<file path="src/hdl/bnms_pkg.sv">
// Shared constants, command and status structs, and the overlap penalty function.
package bnms_pkg;

    localparam int MAX_BOXES_DEF = 64;
    localparam int FIELD_W = 16;
    localparam int KEPT_W = 6;
    localparam int CFG_IDX_W = 2;
    localparam int DIV_RW = 37;
    localparam int DIV_QW = 17;
    localparam int DIV_SW = 5;
    localparam int PEN_W = 17;

    localparam logic [CFG_IDX_W-1:0] CFG_IOU_THR   = 2'd0;
    localparam logic [CFG_IDX_W-1:0] CFG_SCORE_THR = 2'd1;
    localparam logic [CFG_IDX_W-1:0] CFG_MODE      = 2'd2;

    localparam logic [FIELD_W-1:0] IOU_THR_RESET = 16'd29491;

    typedef struct packed {
        logic load_we;
        logic alive_we;
        logic alive_wdata;
        logic latch_si;
        logic rank_clr;
        logic rank_upd;
        logic j_lt_i;
        logic ord_we;
        logic latch_p;
        logic start_ov;
    } t_dp_cmd;

    typedef struct packed {
        logic alive;
        logic score_ok;
        logic ov_done;
        logic ov_hit;
    } t_dp_stat;

    // Largest P with P^5 * 255^3 <= k^3 * 2^80, i.e. 65536 * (k/255)^0.6 rounded down.
    function automatic logic [PEN_W-1:0] pen_value(input int k);
        logic [127:0] kk;
        logic [127:0] lim;
        logic [127:0] m;
        logic [127:0] p5;
        logic [17:0]  lo;
        logic [17:0]  hi;
        logic [17:0]  mid;
        kk  = 128'(k);
        lim = (kk * kk * kk) << 80;
        lo  = 18'd0;
        hi  = 18'd65536;
        for (int it = 0; it < 18; it++) begin
            if (lo < hi) begin
                mid = (lo + hi + 18'd1) >> 1;
                m   = 128'(mid);
                p5  = m * m * m * m * m * 128'd16581375;
                if (p5 <= lim) begin
                    lo = mid;
                end else begin
                    hi = mid - 18'd1;
                end
            end
        end
        return lo[PEN_W-1:0];
    endfunction

endpackage

</file>
<file path="src/hdl/bnms_ctrl.sv">
// Sequencer for loading, ranking and greedy suppression, plus the result output register.
module bnms_ctrl import bnms_pkg::*; #(
    parameter int MAX_BOXES = MAX_BOXES_DEF
) (
    input  logic                         i_clk,
    input  logic                         i_rst_n,
    input  logic                         i_in_valid,
    output logic                         o_in_stall,
    input  logic                         i_last_box,
    output logic                         o_out_valid,
    input  logic                         i_out_stall,
    output logic [KEPT_W-1:0]            o_kept_index,
    output logic                         o_valid_res,
    output logic                         o_overflow,
    output logic                         o_last,
    output t_dp_cmd                      o_cmd,
    output logic [$clog2(MAX_BOXES)-1:0] o_wr_addr,
    output logic [$clog2(MAX_BOXES)-1:0] o_rd_addr,
    output logic [$clog2(MAX_BOXES)-1:0] o_ord_raddr,
    output logic [$clog2(MAX_BOXES)-1:0] o_ord_wdata,
    input  t_dp_stat                     i_stat,
    input  logic [$clog2(MAX_BOXES)-1:0] i_ord_rdata
);
    localparam int IW = $clog2(MAX_BOXES);
    localparam int CW = $clog2(MAX_BOXES + 1);

    localparam logic [3:0] ST_IDLE  = 4'd0;
    localparam logic [3:0] ST_RDI   = 4'd1;
    localparam logic [3:0] ST_LATI  = 4'd2;
    localparam logic [3:0] ST_RDJ   = 4'd3;
    localparam logic [3:0] ST_CMPJ  = 4'd4;
    localparam logic [3:0] ST_WRO   = 4'd5;
    localparam logic [3:0] ST_RDA   = 4'd6;
    localparam logic [3:0] ST_WTA   = 4'd7;
    localparam logic [3:0] ST_CHKP  = 4'd8;
    localparam logic [3:0] ST_EMIT  = 4'd9;
    localparam logic [3:0] ST_RDB   = 4'd10;
    localparam logic [3:0] ST_WTB   = 4'd11;
    localparam logic [3:0] ST_CHKQ  = 4'd12;
    localparam logic [3:0] ST_OV    = 4'd13;
    localparam logic [3:0] ST_FIN   = 4'd14;

    logic [3:0]  r_state;
    logic [3:0]  n_state;
    logic [CW-1:0] r_cnt, r_i, r_j, r_a, r_b;
    logic [IW-1:0] r_p, r_q, r_pend;
    logic        r_have;
    logic        r_ovf;
    logic        r_oval;
    logic [KEPT_W-1:0] r_okept;
    logic        r_ores, r_oovf, r_olast;
    logic        in_acc;
    logic        out_free;
    logic        out_load;
    logic        room;

    assign in_acc   = i_in_valid && (r_state == ST_IDLE);
    assign out_free = !r_oval || !i_out_stall;
    assign room     = r_cnt < CW'(MAX_BOXES);
    assign out_load = out_free && ((r_state == ST_EMIT && r_have) || r_state == ST_FIN);

    always_comb begin
        n_state = r_state;
        o_cmd   = '0;
        case (r_state)
            ST_IDLE: begin
                if (in_acc) begin
                    o_cmd.load_we     = room;
                    o_cmd.alive_we    = room;
                    o_cmd.alive_wdata = 1'b1;
                    if (i_last_box) n_state = ST_RDI;
                end
            end
            ST_RDI:  n_state = ST_LATI;
            ST_LATI: begin
                o_cmd.latch_si = 1'b1;
                o_cmd.rank_clr = 1'b1;
                n_state        = ST_RDJ;
            end
            ST_RDJ:  n_state = ST_CMPJ;
            ST_CMPJ: begin
                o_cmd.rank_upd = 1'b1;
                o_cmd.j_lt_i   = r_j < r_i;
                if (r_j + CW'(1) == r_cnt) n_state = ST_WRO;
                else n_state = ST_RDJ;
            end
            ST_WRO: begin
                o_cmd.ord_we = 1'b1;
                if (r_i + CW'(1) == r_cnt) n_state = ST_RDA;
                else n_state = ST_RDI;
            end
            ST_RDA:  n_state = (r_a == r_cnt) ? ST_FIN : ST_WTA;
            ST_WTA:  n_state = ST_CHKP;
            ST_CHKP: begin
                if (i_stat.alive && i_stat.score_ok) begin
                    o_cmd.latch_p = 1'b1;
                    n_state       = ST_EMIT;
                end else begin
                    n_state = ST_RDA;
                end
            end
            ST_EMIT: if (!r_have || out_free) n_state = ST_RDB;
            ST_RDB:  n_state = (r_b == r_cnt) ? ST_RDA : ST_WTB;
            ST_WTB:  n_state = ST_CHKQ;
            ST_CHKQ: begin
                if (i_stat.alive) begin
                    o_cmd.start_ov = 1'b1;
                    n_state        = ST_OV;
                end else begin
                    n_state = ST_RDB;
                end
            end
            ST_OV: begin
                if (i_stat.ov_done) begin
                    o_cmd.alive_we    = i_stat.ov_hit;
                    o_cmd.alive_wdata = 1'b0;
                    n_state           = ST_RDB;
                end
            end
            ST_FIN:  if (out_free) n_state = ST_IDLE;
            default: n_state = ST_IDLE;
        endcase
    end

    always_comb begin
        case (r_state)
            ST_RDJ:         o_rd_addr = r_j[IW-1:0];
            ST_WTA, ST_WTB: o_rd_addr = i_ord_rdata;
            default:        o_rd_addr = r_i[IW-1:0];
        endcase
    end

    assign o_ord_raddr = (r_state == ST_RDB) ? r_b[IW-1:0] : r_a[IW-1:0];
    assign o_wr_addr   = (r_state == ST_IDLE) ? r_cnt[IW-1:0] : r_q;
    assign o_ord_wdata = r_i[IW-1:0];

    always_ff @(posedge i_clk) begin
        if (!i_rst_n) begin
            r_state <= ST_IDLE;
            r_cnt   <= '0;
            r_ovf   <= 1'b0;
            r_have  <= 1'b0;
            r_oval  <= 1'b0;
        end else begin
            r_state <= n_state;
            r_oval  <= (r_oval && i_out_stall) || out_load;
            case (r_state)
                ST_IDLE: begin
                    if (in_acc) begin
                        if (room) r_cnt <= r_cnt + CW'(1);
                        else r_ovf <= 1'b1;
                    end
                end
                ST_EMIT: begin
                    if (!r_have || out_free) r_have <= 1'b1;
                end
                ST_FIN: begin
                    if (out_free) begin
                        r_have <= 1'b0;
                        r_cnt  <= '0;
                        r_ovf  <= 1'b0;
                    end
                end
                default: begin
                end
            endcase
        end
    end

    always_ff @(posedge i_clk) begin
        case (r_state)
            ST_IDLE: begin
                r_i <= '0;
                r_a <= '0;
            end
            ST_LATI: r_j <= '0;
            ST_CMPJ: r_j <= r_j + CW'(1);
            ST_WRO:  r_i <= r_i + CW'(1);
            ST_WTA:  r_p <= i_ord_rdata;
            ST_CHKP: begin
                if (!(i_stat.alive && i_stat.score_ok)) r_a <= r_a + CW'(1);
            end
            ST_EMIT: begin
                if (!r_have || out_free) begin
                    r_pend <= r_p;
                    r_b    <= r_a + CW'(1);
                    if (r_have) begin
                        r_okept <= KEPT_W'(r_pend);
                        r_ores  <= 1'b1;
                        r_oovf  <= r_ovf;
                        r_olast <= 1'b0;
                    end
                end
            end
            ST_RDB:  if (r_b == r_cnt) r_a <= r_a + CW'(1);
            ST_WTB:  r_q <= i_ord_rdata;
            ST_CHKQ: if (!i_stat.alive) r_b <= r_b + CW'(1);
            ST_OV:   if (i_stat.ov_done) r_b <= r_b + CW'(1);
            ST_FIN: begin
                if (out_free) begin
                    r_okept <= r_have ? KEPT_W'(r_pend) : '0;
                    r_ores  <= r_have;
                    r_oovf  <= r_ovf;
                    r_olast <= 1'b1;
                end
            end
            default: begin
            end
        endcase
    end

    assign o_in_stall   = r_state != ST_IDLE;
    assign o_out_valid  = r_oval;
    assign o_kept_index = r_okept;
    assign o_valid_res  = r_ores;
    assign o_overflow   = r_oovf;
    assign o_last       = r_olast;
endmodule

</file>
<file path="config.mk">
export PLATFORM = sky130hd
export DESIGN_NAME = bnms_ctrl
export DESIGN_NICKNAME = d
export VERILOG_FILES = /design/src/hdl/bnms_pkg.sv /design/src/hdl/bnms_ctrl.sv
export SDC_FILE = /design/constraint.sdc
export NUM_CORES = 1
export LEC_CHECK = 0
export BUFFER_PORTS_ARGS = -buffer_cell sky130_fd_sc_hd__buf_2
export CORE_ASPECT_RATIO = 0.75
export CORE_UTILIZATION = 47
export CTS_CLUSTER_DIAMETER = 30
export DETAILED_ROUTE_END_ITERATION = 10
export GPL_TIMING_DRIVEN = 0
export MAX_ROUTING_LAYER = met4
export PLACE_DENSITY = 0.67
export SYNTH_ARGS = -nofsm -noshare
export SYNTH_HDL_FRONTEND = slang
export SYNTH_SLANG_ARGS = --single-unit
</file>
<file path="constraint.sdc">
create_clock -name i_clk -period 4.4 [get_ports i_clk]
set_input_delay 1.1 -clock i_clk [delete_from_list [all_inputs] [get_ports i_clk]]
set_output_delay 1.1 -clock i_clk [all_outputs]
set_load 0.01 [all_outputs]
</file>
**Yosys cells after proc, flatten, opt, wreduce, memory -nomap -nowiden**

Index checks and enable logic that the tools add are counted.

- Register bits: 69
- Input bits: 15
- Output and inout bits: 45

- $add $sub $neg: 5
- Magnitude comparators: 2
- Eq/ne operators: 29
- Muxes and demuxes: 62
- Reduce and logical (&&, ||, !) cells: 29

Operators with widths:

| operator | number |
|---|---|
| case mux 4 bit (15 select lines) | 1 |
| two-way mux 7 bit | 8 |
| case mux 7 bit (2 select lines) | 3 |
| case mux 7 bit (3 select lines) | 2 |
| two-way mux 6 bit | 6 |
| adder 7 x 1 -> 7 bit (second input constant) | 5 |
| two-way mux 4 bit | 8 |
| == test 4 bit (second input constant) | 7 |
| == test 7 bit | 4 |
| case mux 6 bit (2 select lines) | 2 |
| != test 2 bit (second input constant) | 10 |
| two-way mux 1 bit | 19 |
| == test 4 x 3 -> 1 bit (second input constant) | 4 |
| AND reduction 4 bit | 4 |
| two-way mux 3 bit | 4 |
| case mux 1 bit (2 select lines) | 5 |
| == test 4 x 2 -> 1 bit (second input constant) | 2 |
| nonzero test 2 bit | 4 |
| less-than comparator 7 bit | 1 |
| less-than comparator 7 bit (second input constant) | 1 |
| two-way mux 2 bit | 3 |
| AND reduction 3 bit | 2 |
| nonzero test 3 bit | 2 |
| logical AND 1 bit | 5 |
| other kinds (10) | 15 |

**Logic depth before layout (Yosys ltp)**

- Word-level depth: 5
- Gate-level depth with buffers: 8

**Worst setup path before layout**

OpenSTA, ideal clock, no wires.

- Kind: reg2out
- From: register r_i[1]
- To: output port o_cmd[3] in the netlist's numbering
- Arrival: 1.621 ns
- Slack: 1.679 ns
- Stages on the path, launching flop included: 8
- Buffers on the path: 0
- Cells stage by stage: edfxtp_1 inv_1 ha_1 a21o_1 a21o_1 a21o_1 a21o_1 a31oi_1

RTL lines:

| item | RTL line | source |
|---|---|---|
| start, declared | bnms_ctrl.sv:45 | `logic [CW-1:0] r_cnt, r_i, r_j, r_a, r_b;` |
| start signal, assigned | bnms_ctrl.sv:178 | `ST_WRO: r_i <= r_i + CW'(1);` |
| end, declared | bnms_ctrl.sv:16 | `output t_dp_cmd o_cmd,` |

==> results.toml <==
[logic_synthesis]
synth_area_leader_cell = "edfxtp_1"
syn-cell-area_um2 = 4230
synth_top_area_share_pct = 39.0
synth_cell_types = 58
syn_inst = 418
synth_area_leaders = "edfxtp_1, dfxtp_1, xor2_1"
synth_enable_flop_cells = 55
synth_seq_cells = 69
yosysWarnings = 0
syn-mean-instance-area_um2 = 10.1
ys_seq_area_share_pct = 45.6
async_flop_share_pct = 0
synth_ff_type = "edfxtp_1"
syn_nets = 444

[sta]
rsz0062_at_grt = "false"
period_minus_slack_ns = 3.35
finalSetupViolations = 0
fmax_mhz = 298
slew_headroom_pct = 29.7
drv_slew = 0
tightest_slew_ns = 1.05
timing.final.crit_share_pct = 76.1
fin_worst_skew_ns = 0.00624
finalHoldViolCount = 0
setup_tns_ns = 0

[power_and_ir_drop]
cellPowerDensity_nw_per_um2 = 698
pwr-share-clk_pct = 19.6
leakage_nw = 2.09
pwr-share-comb_pct = 48.2
seq_power_share_pct = 32.2
switching_share_pct = 42.3
peakVddDrop_uv = 292
switchingPower_mw = 1.46
p_int_mw = 1.99

[cts]
cts-resized-gates = 0
cts_buffers = 9
cts_setup_buffers = 0
clkSinkCount = 69
cts.htree.levels = 3
clock_path_buffers = 2
cts_tree = "done"
hold_buffers = 0
clock_latency_ns = 0.34
clk_pin_slew_ns = 0.06
cts.root.buffer_cell = "clkbuf_16"

[route]
drcViolationCount = 4
dr_total_vias = 3389
first_pass_iters = 11
drtAntennaViolNets = 0
viasPerCell = 5.64
wire_per_inst_um = 17.7
drt-total-wl_um = 10600
drt-initial-drc-count = 369

[floorplanning]
rows = 29
boundaryPins = 60
core-area_um2 = 8600
fp.dieArea_um2 = 9400
fp.dieW_um = 112
initial_utilization_pct = 49.2
dieHeight_um = 84.2

[global_routing]
track_usage_pct = 24.5
grt_max_degree = 14
grt.overflow.total = 0
first_global_vias = 3194
antenna_found_initial = 0
grt_pass1_wl_um = 16800

[worst_setup_path]
critPathBufInv = 4
crit_path_max_fanout = 10
cp.arrival_ns = 2.25
start_kind = "register"
cp_slowest_cell = "dfxtp_1"
path_depth = 6
max_stage_delay_ns = 0.39
reg2reg_from = "r_cnt[0]"
critPathCaptureType = "primary output"
worstPathCellList = "buf_4, clkbuf_1, nand2_1, clkbuf_1, nor3b_1, buf_2"
crit_required_ns = 3.30
startpoint = "r_state[2]"
path_common_cell = "clkbuf_1"
r2r_slack_ns = 1.89
path_delay_family = "buffers and inverters"
reg2regPathDepth = 6
r2r-end = "r_a[4]"
worst-setup-path-type = "register to primary output"

[hold_path]
holdPathEnd = "r_pend[0]"
min_from = "r_p[0]"
hp-class = "register to register"
worstHoldPathCells = 0

[cells_and_area]
synthToLayoutAreaGrowth_pct = 16.7
num_antenna_cells = 0
final_nets = 514
multi_input_area_um2 = 2080
drive_gt1_share_pct = 23.1
fill_cells = 756
regArea_um2 = 1930
final_util_pct = 57.4

[place]
io_buffers = 59
routabilityCongestion = 0.885
hpwl_um = 7690

[job]
cap_violations = 0

[status]
status = "finished, violations left"
violations = "DRC"
[kinds of logic (layout without fill, tap and decap cells)]
| logic type | count (synthesis) | after routing | share of synthesized area [%] |
|---|---|---|---|
| flip-flops | 69 | 69 | 45.6 |
| XOR/XNOR | 54 | 54 | 12.7 |
| AND/OR/NAND/NOR | 161 | 161 | 19.1 |
| adder cells (fa/ha/maj) | 11 | 11 | 3.25 |
| multiplexers | 17 | 17 | 4.46 |
| buffers and inverters | 44 | 119 | 5.23 |
| AO/OA/AOI/OAI | 62 | 62 | 9.69 |
[power groups by stage]
stage	registers (mW)	logic [mW]	clock network, mW
after floorplan	1.05	1.20	0
after global placement	1.11	1.61	0
after detailed placement	1.12	1.64	0
after CTS	1.11	1.65	0.683
after global routing	1.13	1.83	0.710
final	1.11	1.66	0.675
[metal layers]
metal  part of all wire, %  global-route usage, %
met4                   1.4                   7.49
met1                    46                   33.0
met5                     0                      -
met3                   6.4                   5.20
met2                    46                   37.0
[Yosys cell counts (4+ instances only)]
master / number
clkbuf_1: 9
inv_1: 12
nor3_1: 5
o21ai_0: 10
buf_4: 10
nor2b_1: 8
nand3_1: 17
xor2_1: 26
buf_2: 9
nand2b_1: 5
nor2_1: 42
nand4_1: 5
dfxtp_1: 14
mux2_1: 8
or3_1: 7
a21oi_1: 19
mux2_2: 7
xnor2_1: 23
ha_1: 11
o22ai_1: 8
a31oi_1: 5
and3_1: 11
nand2_1: 42
a21o_1: 4
edfxtp_1: 55
[stage by stage]
stage | std cells | total power [mW] | setup slack [ns] | instance area, µm² | hold WS (ns)
2_1_floorplan | 418 | 2.26 | 1.68 | 4230 | 0.400
3_3_place_gp | 585 | 2.72 | 1.40 | 4660 | 0.402
3_5_place_dp | 585 | 2.76 | 1.38 | 4660 | 0.414
4_1_cts | 601 | 3.44 | 1.06 | 4940 | 0.428
5_1_grt | 601 | 3.67 | 0.939 | 4940 | 0.441
6_report | 601 | 3.45 | 1.05 | 4940 | 0.430
[worst register-to-register path, delay by kind of cell (launching register included)]
| kind | cells | cell delay [ns] |
|---|---|---|
| AND/OR/NAND/NOR | 2 | 0.55 |
| buffers and inverters | 1 | 0.28 |
| AO/OA/AOI/OAI | 2 | 0.83 |
| flip-flops | 1 | 0.33 |
| XOR/XNOR | 1 | 0.16 |
[flip-flops by register name, indices dropped and copies added (netlist names)]
register and cells:
r_ovf 1, r_pend 6, r_state 4, o_out_valid 1, r_q 6, r_have 1
r_b 7, o_kept_index 6, o_last 1, r_cnt 7, o_overflow 1, r_i 7
r_a 7, r_j 7, r_p 6, o_valid_res 1
[layout by cell type, fill, tap and decap left out, types with 4 or more instances in the layout]
cell,count
clkbuf_1,9
nand3_1,17
buf_2,68
o21ai_0,10
edfxtp_1,55
dfxtp_1,14
a21oi_1,19
nor3_1,5
a21o_1,4
nor2b_1,8
and3_1,11
nand2b_1,5
nand2_1,42
mux2_2,7
xor2_1,26
nand4_1,5
o22ai_1,8
or3_1,7
inv_1,12
nor2_1,42
clkbuf_16,9
mux2_1,8
buf_4,10
ha_1,11
xnor2_1,23
a31oi_1,5
[worst max path at each step]
stage,end,slack [ns]
after CTS,o_cmd[0],1.06
final,o_cmd[0],1.05
after floorplan,o_cmd[3],1.68
after global placement,o_rd_addr[5],1.40
after detailed placement,o_rd_addr[4],1.38
after global routing,o_cmd[3],0.94
[area by class of cell]
type                    instances  area share (%)
clock inverters                 7            1.01
inverters                      15            1.14
multi-input cells             305            42.1
repair buffers                 59            5.98
flip-flops and latches         69            39.1
plain buffers                  29            3.34
well taps                     108            2.74
clock buffers                   9            4.56
No activity file was read; power rests on OpenSTA's default activity.
